[config.mk]
export PLATFORM = sky130hd
export DESIGN_NAME = cpu_alu_with_flags_core
export DESIGN_NICKNAME = d
export VERILOG_FILES = /design/src/hw/rtl/cpualu_pkg.sv /design/src/hw/rtl/cpualu_exec.sv /design/src/hw/rtl/cpu_alu_with_flags_core.sv
export VERILOG_INCLUDE_DIRS = /design/src /design/src/hw/rtl
export SDC_FILE = /design/constraint.sdc
export NUM_CORES = 1
export LEC_CHECK = 0
export ABC_AREA = 1
export BUFFER_PORTS_ARGS = -buffer_cell sky130_fd_sc_hd__clkbuf_2
export CORE_MARGIN = 4
export CORE_UTILIZATION = 55
export DETAILED_ROUTE_END_ITERATION = 8
export GPL_TIMING_DRIVEN = 0
export PLACE_DENSITY = 0.76
export SYNTH_ARGS = -nofsm -noshare
export SYNTH_HDL_FRONTEND = slang
export SYNTH_HIERARCHICAL = 1
export SYNTH_SLANG_ARGS = --single-unit
export TNS_END_PERCENT = 1
[constraint.sdc]
create_clock -name clk_i -period 8.8 [get_ports clk_i]
set_input_delay 0 -clock clk_i [delete_from_list [all_inputs] [get_ports clk_i]]
set_output_delay 0 -clock clk_i [all_outputs]
set_load 0.01 [all_outputs]
[src/hw/rtl/cpu_alu_with_flags_core_macros.svh]
// Assertion macros shared by the ALU core RTL.
`ifndef CPU_ALU_WITH_FLAGS_CORE_MACROS_SVH
`define CPU_ALU_WITH_FLAGS_CORE_MACROS_SVH

// Clocked check, masked while reset is asserted.
`define CPUALU_ASSERT(lbl, prop, msg) \
  lbl: assert property (@(posedge clk_i) disable iff (!rst_ni) (prop)) else $error(msg);

// Clocked check that also holds during reset.
`define CPUALU_ASSERT_ALWAYS(lbl, prop, msg) \
  lbl: assert property (@(posedge clk_i) (prop)) else $error(msg);

`endif

[src/hw/rtl/cpualu_pkg.sv]
// Types, operation codes and flag positions for the 8-bit ALU core.
`timescale 1ns / 1ps

package cpualu_pkg;

  localparam int unsigned OpW   = 5;
  localparam int unsigned WordW = 16;
  localparam int unsigned ByteW = 8;
  localparam int unsigned FlagW = 4;
  localparam int unsigned BitIdxW = 3;

  // Flag bit positions: Z N H C
  localparam int unsigned FlagZ = 3;
  localparam int unsigned FlagN = 2;
  localparam int unsigned FlagH = 1;
  localparam int unsigned FlagC = 0;

  typedef enum logic [OpW-1:0] {
    OP_ADD   = 5'd0,
    OP_ADC   = 5'd1,
    OP_SUB   = 5'd2,
    OP_SBC   = 5'd3,
    OP_AND   = 5'd4,
    OP_OR    = 5'd5,
    OP_XOR   = 5'd6,
    OP_CP    = 5'd7,
    OP_INC   = 5'd8,
    OP_DEC   = 5'd9,
    OP_CPL   = 5'd10,
    OP_SWAP  = 5'd11,
    OP_RLC   = 5'd12,
    OP_RRC   = 5'd13,
    OP_RL    = 5'd14,
    OP_RR    = 5'd15,
    OP_SLA   = 5'd16,
    OP_SRA   = 5'd17,
    OP_SRL   = 5'd18,
    OP_BIT   = 5'd19,
    OP_SET   = 5'd20,
    OP_RES   = 5'd21,
    OP_ADD16 = 5'd22,
    OP_INC16 = 5'd23,
    OP_DEC16 = 5'd24
  } alu_op_e;

  typedef struct packed {
    logic [OpW-1:0]     operation;
    logic [WordW-1:0]   first_operand;
    logic [WordW-1:0]   second_operand;
    logic [BitIdxW-1:0] bit_index;
    logic [FlagW-1:0]   flags_in;
  } alu_in_t;

  typedef struct packed {
    logic [WordW-1:0] result_value;
    logic [FlagW-1:0] flags_out;
    logic             writes_back;
  } alu_out_t;

endpackage

[src/hw/rtl/cpualu_exec.sv]
// Combinational ALU datapath: value, flags and write-back enable for one beat.
`timescale 1ns / 1ps

module cpualu_exec (
  input  cpualu_pkg::alu_in_t  op_i,
  output cpualu_pkg::alu_out_t res_o
);

  logic [cpualu_pkg::ByteW-1:0] a;
  logic [cpualu_pkg::ByteW-1:0] b;
  logic                         cf;
  logic [cpualu_pkg::ByteW-1:0] bmask;
  logic [cpualu_pkg::ByteW:0]   sum9;
  logic [4:0]                   hsum;
  logic [cpualu_pkg::ByteW:0]   dif9;
  logic [4:0]                   hdif;
  logic [cpualu_pkg::WordW:0]   sum17;
  logic [12:0]                  hsum13;

  assign a     = op_i.first_operand[cpualu_pkg::ByteW-1:0];
  assign b     = op_i.second_operand[cpualu_pkg::ByteW-1:0];
  assign cf    = op_i.flags_in[cpualu_pkg::FlagC];
  assign bmask = 8'h01 << op_i.bit_index;

  // adc/sbc take carry in; add/sub/cp do not
  logic cin_add;
  logic cin_sub;
  assign cin_add = (op_i.operation == cpualu_pkg::OP_ADC) ? cf : 1'b0;
  assign cin_sub = (op_i.operation == cpualu_pkg::OP_SBC) ? cf : 1'b0;

  assign sum9   = {1'b0, a} + {1'b0, b} + {8'd0, cin_add};
  assign hsum   = {1'b0, a[3:0]} + {1'b0, b[3:0]} + {4'd0, cin_add};
  assign dif9   = {1'b0, a} - {1'b0, b} - {8'd0, cin_sub};
  assign hdif   = {1'b0, a[3:0]} - {1'b0, b[3:0]} - {4'd0, cin_sub};
  assign sum17  = {1'b0, op_i.first_operand} + {1'b0, op_i.second_operand};
  assign hsum13 = {1'b0, op_i.first_operand[11:0]} + {1'b0, op_i.second_operand[11:0]};

  always_comb begin
    logic [cpualu_pkg::ByteW-1:0] r8;
    logic [cpualu_pkg::WordW-1:0] r16;
    logic                         wide;
    logic [cpualu_pkg::FlagW-1:0] nf;
    logic                         wb;
    logic                         cnew;
    logic                         zsel;

    r8   = '0;
    r16  = '0;
    wide = 1'b0;
    nf   = op_i.flags_in;
    wb   = 1'b1;
    cnew = 1'b0;
    zsel = 1'b0;

    unique case (cpualu_pkg::alu_op_e'(op_i.operation))
      cpualu_pkg::OP_ADD, cpualu_pkg::OP_ADC: begin
        r8 = sum9[7:0];
        nf = {1'b0, 1'b0, hsum[4], sum9[8]};
        zsel = 1'b1;
      end
      cpualu_pkg::OP_SUB, cpualu_pkg::OP_SBC: begin
        r8 = dif9[7:0];
        nf = {1'b0, 1'b1, hdif[4], dif9[8]};
        zsel = 1'b1;
      end
      cpualu_pkg::OP_CP: begin
        // flags from the difference, value is the untouched accumulator
        r8 = a;
        wb = 1'b0;
        nf = {(dif9[7:0] == 8'h00), 1'b1, hdif[4], dif9[8]};
      end
      cpualu_pkg::OP_AND: begin
        r8 = a & b;
        nf = 4'b0010;
        zsel = 1'b1;
      end
      cpualu_pkg::OP_OR: begin
        r8 = a | b;
        nf = '0;
        zsel = 1'b1;
      end
      cpualu_pkg::OP_XOR: begin
        r8 = a ^ b;
        nf = '0;
        zsel = 1'b1;
      end
      cpualu_pkg::OP_INC: begin
        r8 = a + 8'd1;
        nf = {1'b0, 1'b0, (r8[3:0] == 4'h0), cf};
        zsel = 1'b1;
      end
      cpualu_pkg::OP_DEC: begin
        r8 = a - 8'd1;
        nf = {1'b0, 1'b1, (r8[3:0] == 4'hF), cf};
        zsel = 1'b1;
      end
      cpualu_pkg::OP_CPL: begin
        r8 = ~a;
        nf = {op_i.flags_in[cpualu_pkg::FlagZ], 1'b1, 1'b1, cf};
      end
      cpualu_pkg::OP_SWAP: begin
        r8 = {a[3:0], a[7:4]};
        nf = '0;
        zsel = 1'b1;
      end
      cpualu_pkg::OP_RLC: begin
        r8 = {a[6:0], a[7]};
        cnew = a[7];
        nf = {3'b000, cnew};
        zsel = 1'b1;
      end
      cpualu_pkg::OP_RRC: begin
        r8 = {a[0], a[7:1]};
        cnew = a[0];
        nf = {3'b000, cnew};
        zsel = 1'b1;
      end
      cpualu_pkg::OP_RL: begin
        r8 = {a[6:0], cf};
        cnew = a[7];
        nf = {3'b000, cnew};
        zsel = 1'b1;
      end
      cpualu_pkg::OP_RR: begin
        r8 = {cf, a[7:1]};
        cnew = a[0];
        nf = {3'b000, cnew};
        zsel = 1'b1;
      end
      cpualu_pkg::OP_SLA: begin
        r8 = {a[6:0], 1'b0};
        cnew = a[7];
        nf = {3'b000, cnew};
        zsel = 1'b1;
      end
      cpualu_pkg::OP_SRA: begin
        r8 = {a[7], a[7:1]};
        cnew = a[0];
        nf = {3'b000, cnew};
        zsel = 1'b1;
      end
      cpualu_pkg::OP_SRL: begin
        r8 = {1'b0, a[7:1]};
        cnew = a[0];
        nf = {3'b000, cnew};
        zsel = 1'b1;
      end
      cpualu_pkg::OP_BIT: begin
        r8 = a;
        wb = 1'b0;
        nf = {((a & bmask) == 8'h00), 1'b0, 1'b1, cf};
      end
      cpualu_pkg::OP_SET: begin
        r8 = a | bmask;
      end
      cpualu_pkg::OP_RES: begin
        r8 = a & ~bmask;
      end
      cpualu_pkg::OP_ADD16: begin
        wide = 1'b1;
        r16 = sum17[15:0];
        nf = {op_i.flags_in[cpualu_pkg::FlagZ], 1'b0, hsum13[12], sum17[16]};
      end
      cpualu_pkg::OP_INC16: begin
        wide = 1'b1;
        r16 = op_i.first_operand + 16'd1;
      end
      cpualu_pkg::OP_DEC16: begin
        wide = 1'b1;
        r16 = op_i.first_operand - 16'd1;
      end
      default: begin
        // undefined opcodes: zero value, flags pass, no write-back
        wb = 1'b0;
      end
    endcase

    if (zsel) begin
      nf[cpualu_pkg::FlagZ] = (r8 == 8'h00);
    end

    res_o.result_value = wide ? r16 : {8'd0, r8};
    res_o.flags_out    = nf;
    res_o.writes_back  = wb;
  end

endmodule

[src/hw/rtl/cpu_alu_with_flags_core.sv]
// Top level of the 8-bit ALU core: input register, datapath, result register.
//
//   beat     | dir | handshake              | payload
//   ---------+-----+------------------------+-------------------------------
//   request  | in  | in_valid_i / in_stall_o | in_data_i  (cpualu_pkg::alu_in_t)
//   result   | out | out_valid_o / out_stall_i | out_data_o (cpualu_pkg::alu_out_t)
//
// A request beat is captured in the input register, then passes through the
// datapath into the result register, which raises result valid. Throughput is
// one beat per cycle while the result is not stalled, set by the single
// register-to-register pass through the datapath. A held result does not
// block intake while the input register is free, so one extra beat is
// absorbed. in_stall_o rises only when both registers are full and the result
// is stalled. Reset clears both valid bits; payload registers are not reset.
`timescale 1ns / 1ps
`include "cpu_alu_with_flags_core_macros.svh"

module cpu_alu_with_flags_core (
  input  logic                 clk_i,
  input  logic                 rst_ni,
  input  logic                 in_valid_i,
  output logic                 in_stall_o,
  input  cpualu_pkg::alu_in_t  in_data_i,
  output logic                 out_valid_o,
  input  logic                 out_stall_i,
  output cpualu_pkg::alu_out_t out_data_o
);

  // input register
  logic                 s1_valid_d, s1_valid_q;
  cpualu_pkg::alu_in_t  s1_q;
  // result register
  logic                 out_valid_d, out_valid_q;
  cpualu_pkg::alu_out_t out_q;

  cpualu_pkg::alu_out_t exec_res;
  logic                 in_take;
  logic                 s1_adv;
  logic                 out_drain;

  cpualu_exec u_exec (
    .op_i  (s1_q),
    .res_o (exec_res)
  );

  // input stage moves on whenever the result register is empty or draining
  assign out_drain  = out_valid_q && !out_stall_i;
  assign s1_adv     = s1_valid_q && (!out_valid_q || !out_stall_i);
  assign in_stall_o = s1_valid_q && out_valid_q && out_stall_i;
  assign in_take    = in_valid_i && !in_stall_o;

  always_comb begin
    s1_valid_d = s1_valid_q;
    if (in_take) begin
      s1_valid_d = 1'b1;
    end else if (s1_adv) begin
      s1_valid_d = 1'b0;
    end
  end

  always_comb begin
    out_valid_d = out_valid_q;
    if (s1_adv) begin
      out_valid_d = 1'b1;
    end else if (out_drain) begin
      out_valid_d = 1'b0;
    end
  end

  always_ff @(posedge clk_i or negedge rst_ni) begin
    if (!rst_ni) begin
      s1_valid_q  <= 1'b0;
      out_valid_q <= 1'b0;
    end else begin
      s1_valid_q  <= s1_valid_d;
      out_valid_q <= out_valid_d;
    end
  end

  always_ff @(posedge clk_i) begin
    if (in_take) begin
      s1_q <= in_data_i;
    end
    if (s1_adv) begin
      out_q <= exec_res;
    end
  end

  assign out_valid_o = out_valid_q;
  assign out_data_o  = out_q;

  // accepted beat is always captured in the input register
  `CPUALU_ASSERT(a_take_lands, (in_valid_i && !in_stall_o) |=> s1_valid_q, "accepted beat lost")
  // an unstalled input register always hands its beat to the result register
  `CPUALU_ASSERT(a_adv_lands, (s1_valid_q && !in_stall_o) |=> out_valid_o, "beat not advanced")
  // undefined opcodes never write back and give a zero value
  `CPUALU_ASSERT(a_bad_op, (s1_valid_q && (s1_q.operation > cpualu_pkg::OP_DEC16)) |-> (!exec_res.writes_back && (exec_res.result_value == '0)), "undefined opcode writes")
  // once an edge has seen reset, nothing is presented at the next one
  `CPUALU_ASSERT_ALWAYS(a_rst_idle, !rst_ni |=> (!out_valid_o && !in_stall_o), "busy in reset")

endmodule

==> metrics list <==
- The run finished with clean final reports.
- Across all layers, the routed design uses 7274 vias.
* Setup repair after global routing missed its margin: no
- Setup Total Neg Slack: 0 ns
* Data required time at the worst endpoint: 8.87 ns
- The tool flagged a number of max-cap violations equal to 0.
- Post-layout net count: 1153
- Clock Sinks: 67
- Counting every net in the synthesized netlist gives 1021.
- List of most frequent post-synthesis cells: 260 x sky130_fd_sc_hd__nand2_1, 123 x sky130_fd_sc_hd__nor2_1, 107 x sky130_fd_sc_hd__nand3_1
* Sequential cell area fraction in the yosys report: 31.93%
* Core Rows: 38
* Post-CTS Hold Buffers: 49
- Layout cells sized above 1: 10.70%
- Final Hold Fails: 0
- In this run the remaining antenna-violating nets after routing total 0.
- Clock latency on the worst-skew pair: 0.35 ns
- Setup Crit Path Kind: flip-flop to flip-flop
- DRC violations left: 0
- Dividing the detail-routed wire length by the instance count gives 19.92 um.
- In this run the cell area measured after placement is 6830 um^2.
- STA classifies the critical path endpoint as a flip-flop.
* Top cell type's share of synthesized area: 31.13%
- Counting flops with an async set or reset pin after synthesis yields a share of 2.985%.
* Gate count of the mapped netlist: 919
- Transition at the pin with the smallest max-transition slack: 0.9239 ns
- Cell count after placement: 1131
* Die area: 13170 um^2
- Final non-filler cell total: 1198
* Number of vias per cell after detailed routing: 6.072
- sky130_fd_sc_hd__nand2_1 is the most common cell in the netlist.
- Final routed wirelength across all metal layers: 23.86 mm
- Core footprint: 10980 um^2
* Setup-violating endpoint count in the final report: 0
- Area Overhead vs Synth: 22.01%
- Synthesized cell area: 6270 um^2
- In this run, post-CTS repair resized a total of 0 instances.
* EDFF count, synth: 65
- Cell at the root of the clock tree: sky130_fd_sc_hd__clkbuf_16
- Total count of max-transition violations in the final report: 0
- Final period demand of the worst path: 3.911 ns
* Global-route congestion overflow total: 0
* Ports: 71
- Clock skew on the completed layout was measured at 0.01545 ns.
- TritonCTS built the clock tree.
* Static Leak: 3.697 nW
* Pin count of the biggest net entering global routing: 45
- The longest clock path from root to sink contains 2 buffers.
- Data on the critical path arrives at its endpoint at 3.98 ns.
- In this run the worst path has a maximum fanout of 9.
- The min-delay analysis places its worst path in the category input pin to flip-flop.
* Clock slew at the register clock pins of the worst setup and hold paths: 0.07 ns
- Average cell area after synthesis: 6.822 um^2
- Most used flip-flop cell after synthesis: sky130_fd_sc_hd__edfxtp_1
- Setup Buffers After CTS: 0
- Initial antenna violation count: 0
* Placer congestion estimate: 1.044
* Biggest area contributors in the synthesized netlist: sky130_fd_sc_hd__edfxtp_1 31%, sky130_fd_sc_hd__nand2_1 16%, sky130_fd_sc_hd__ha_1 9.6%, sky130_fd_sc_hd__nand3_1 8.5%, sky130_fd_sc_hd__nor2_1 7.4%
- VDD sags by at most 0.2088 mV.
- Startpoint types: flip-flop
- The first global-routing pass estimated 36.43 mm of wire.
- For this configuration, the core starts out at a cell density of 57.09%.
- Horizontal die dimension: 114.8 um
- Power spread over the standard cell area amounts to 148.3 nW/um^2.
- Count of input and output buffers: 70
- HPWL Detailed: 16.72 mm
- Measured against its own limit, the worst slew margin works out to 38.32%.
* Vert. Die Dim: 114.8 um
* Number of buffers created by CTS: 9
- Synthesis-stage register bit count: 67
* H-tree Lvls: 3
* All-layer global routing usage: 36.28%
- The synthesized netlist contains 37 unique library cells.
- Via count of the first global-routing pass: 6697
* Share of the clock period used by the worst path: 44.44%
- Number of design-rule violations left by the first detailed-router iteration: 1282
- With fillers left out, the area of the finished cells amounts to 7650 um^2.
- Initial DRT Pass Iterations: 7
* Cell type contributing the most total cell area after synthesis: sky130_fd_sc_hd__edfxtp_1
- For this run, the top clock speed supported by timing is 0.2557 GHz.
- For this run, the number of Yosys warnings is 6.
- The tightest hold path in the finished design has a slack of 0.3665 ns.
==> cells by family (layout without fill, tap and decap cells) <==
logic type,Yosys count,count (layout),synth area share (%)
and+or+nand+nor,535,535,35.98
AOI/OAI and AO/OA,131,131,11.67
buffers and inverters,121,258,7.384
DFF,67,67,31.93
adders and majority gates,54,54,11.49
xor gates and xnor gates,11,11,1.537
other,0,2,0
==> critical path: stages, from the launching register on <==
cell                       delay [ns]
sky130_fd_sc_hd__edfxtp_1        0.70
sky130_fd_sc_hd__clkinv_1        0.48
sky130_fd_sc_hd__ha_1            0.41
sky130_fd_sc_hd__clkbuf_1        0.31
sky130_fd_sc_hd__inv_1           0.17
sky130_fd_sc_hd__ha_1            0.38
sky130_fd_sc_hd__nand2_1         0.10
sky130_fd_sc_hd__nor2_1          0.09
sky130_fd_sc_hd__nand2_1         0.08
sky130_fd_sc_hd__nand3_1         0.07
sky130_fd_sc_hd__nand2_1         0.07
sky130_fd_sc_hd__nand3_1         0.10
sky130_fd_sc_hd__nand2_1         0.06
sky130_fd_sc_hd__nor2_1          0.14
sky130_fd_sc_hd__nand3_1         0.13
sky130_fd_sc_hd__a21oi_1         0.22
sky130_fd_sc_hd__nand2_1         0.12
==> power by group <==
part           internal [mW]  switching, mW  total (mW)
registers              0.384         0.0234       0.407
logic                  0.111          0.211       0.322
clock network          0.250          0.155       0.405
==> registers in the layout, indices dropped and copies added, names as in the netlist <==
signal / flops
s1_valid_q: 1
out_valid_o: 1
out_data_o: 21
s1_q: 44
==> worst paths after layout <==
check,startpoint,endpoint,slack [ns],depth (start not counted)
worst max-delay path,s1_q[29],out_data_o[12],4.89,16
worst min-delay path,in_data_i[30],s1_q[30],0.37,2
worst max register to register,s1_q[29],out_data_o[12],4.89,16
worst min register to register,s1_valid_q,out_valid_o,0.55,2
max in group asynchronous,rst_ni,out_valid_o,8.18,3
min in group asynchronous,rst_ni,s1_valid_q,0.50,3
==> cell usage in the layout (no fill, tap or decap), types with 3 or more instances in the layout <==
| master | n |
|---|---|
| sky130_fd_sc_hd__a211oi_1 | 6 |
| sky130_fd_sc_hd__a21oi_1 | 53 |
| sky130_fd_sc_hd__a31oi_1 | 5 |
| sky130_fd_sc_hd__buf_2 | 7 |
| sky130_fd_sc_hd__clkbuf_1 | 6 |
| sky130_fd_sc_hd__clkbuf_16 | 9 |
| sky130_fd_sc_hd__clkbuf_2 | 70 |
| sky130_fd_sc_hd__clkinv_1 | 7 |
| sky130_fd_sc_hd__dlygate4sd3_1 | 49 |
| sky130_fd_sc_hd__edfxtp_1 | 65 |
| sky130_fd_sc_hd__fa_1 | 6 |
| sky130_fd_sc_hd__ha_1 | 48 |
| sky130_fd_sc_hd__inv_1 | 98 |
| sky130_fd_sc_hd__nand2_1 | 260 |
| sky130_fd_sc_hd__nand3_1 | 107 |
| sky130_fd_sc_hd__nand3b_1 | 3 |
| sky130_fd_sc_hd__nand4_1 | 14 |
| sky130_fd_sc_hd__nor2_1 | 123 |
| sky130_fd_sc_hd__nor2_2 | 3 |
| sky130_fd_sc_hd__nor3_1 | 13 |
| sky130_fd_sc_hd__o211ai_1 | 4 |
| sky130_fd_sc_hd__o21ai_0 | 43 |
| sky130_fd_sc_hd__o21bai_1 | 4 |
| sky130_fd_sc_hd__o22ai_1 | 6 |
| sky130_fd_sc_hd__or2_2 | 7 |
| sky130_fd_sc_hd__xor2_1 | 10 |
==> routing by layer <==
metal / GRT usage, % / up-vias / share of wire, %
li1: - / 3355 / -
met1: 50.44 / 3297 / 39
met2: 55.84 / 529 / 44
met3: 8.316 / 93 / 13
met4: 12.99 / 0 / 3.7
met5: 0 / - / 0
==> through the flow <==
step	util [%]	total power, mW	setup slack [ns]
after floorplan	-	0.6005	5.356
after global placement	61.87	0.6950	4.223
after detailed placement	62.19	0.6988	5.076
after CTS	69.61	1.113	5.044
after global routing	69.61	1.180	4.756
final	69.65	1.134	4.889
==> final cells by class <==
cell class	count	area, um^2
multi-input cells	731	3814
fillers	914	3333
flip-flops and latches	67	2002
repair buffers	121	867.1
inverters	107	401.6
clock buffers	9	225.2
well taps	140	175.2
clock inverters	7	98.84
plain buffers	14	61.31
diodes	2	5.005
(Power assumes the default switching activity.)
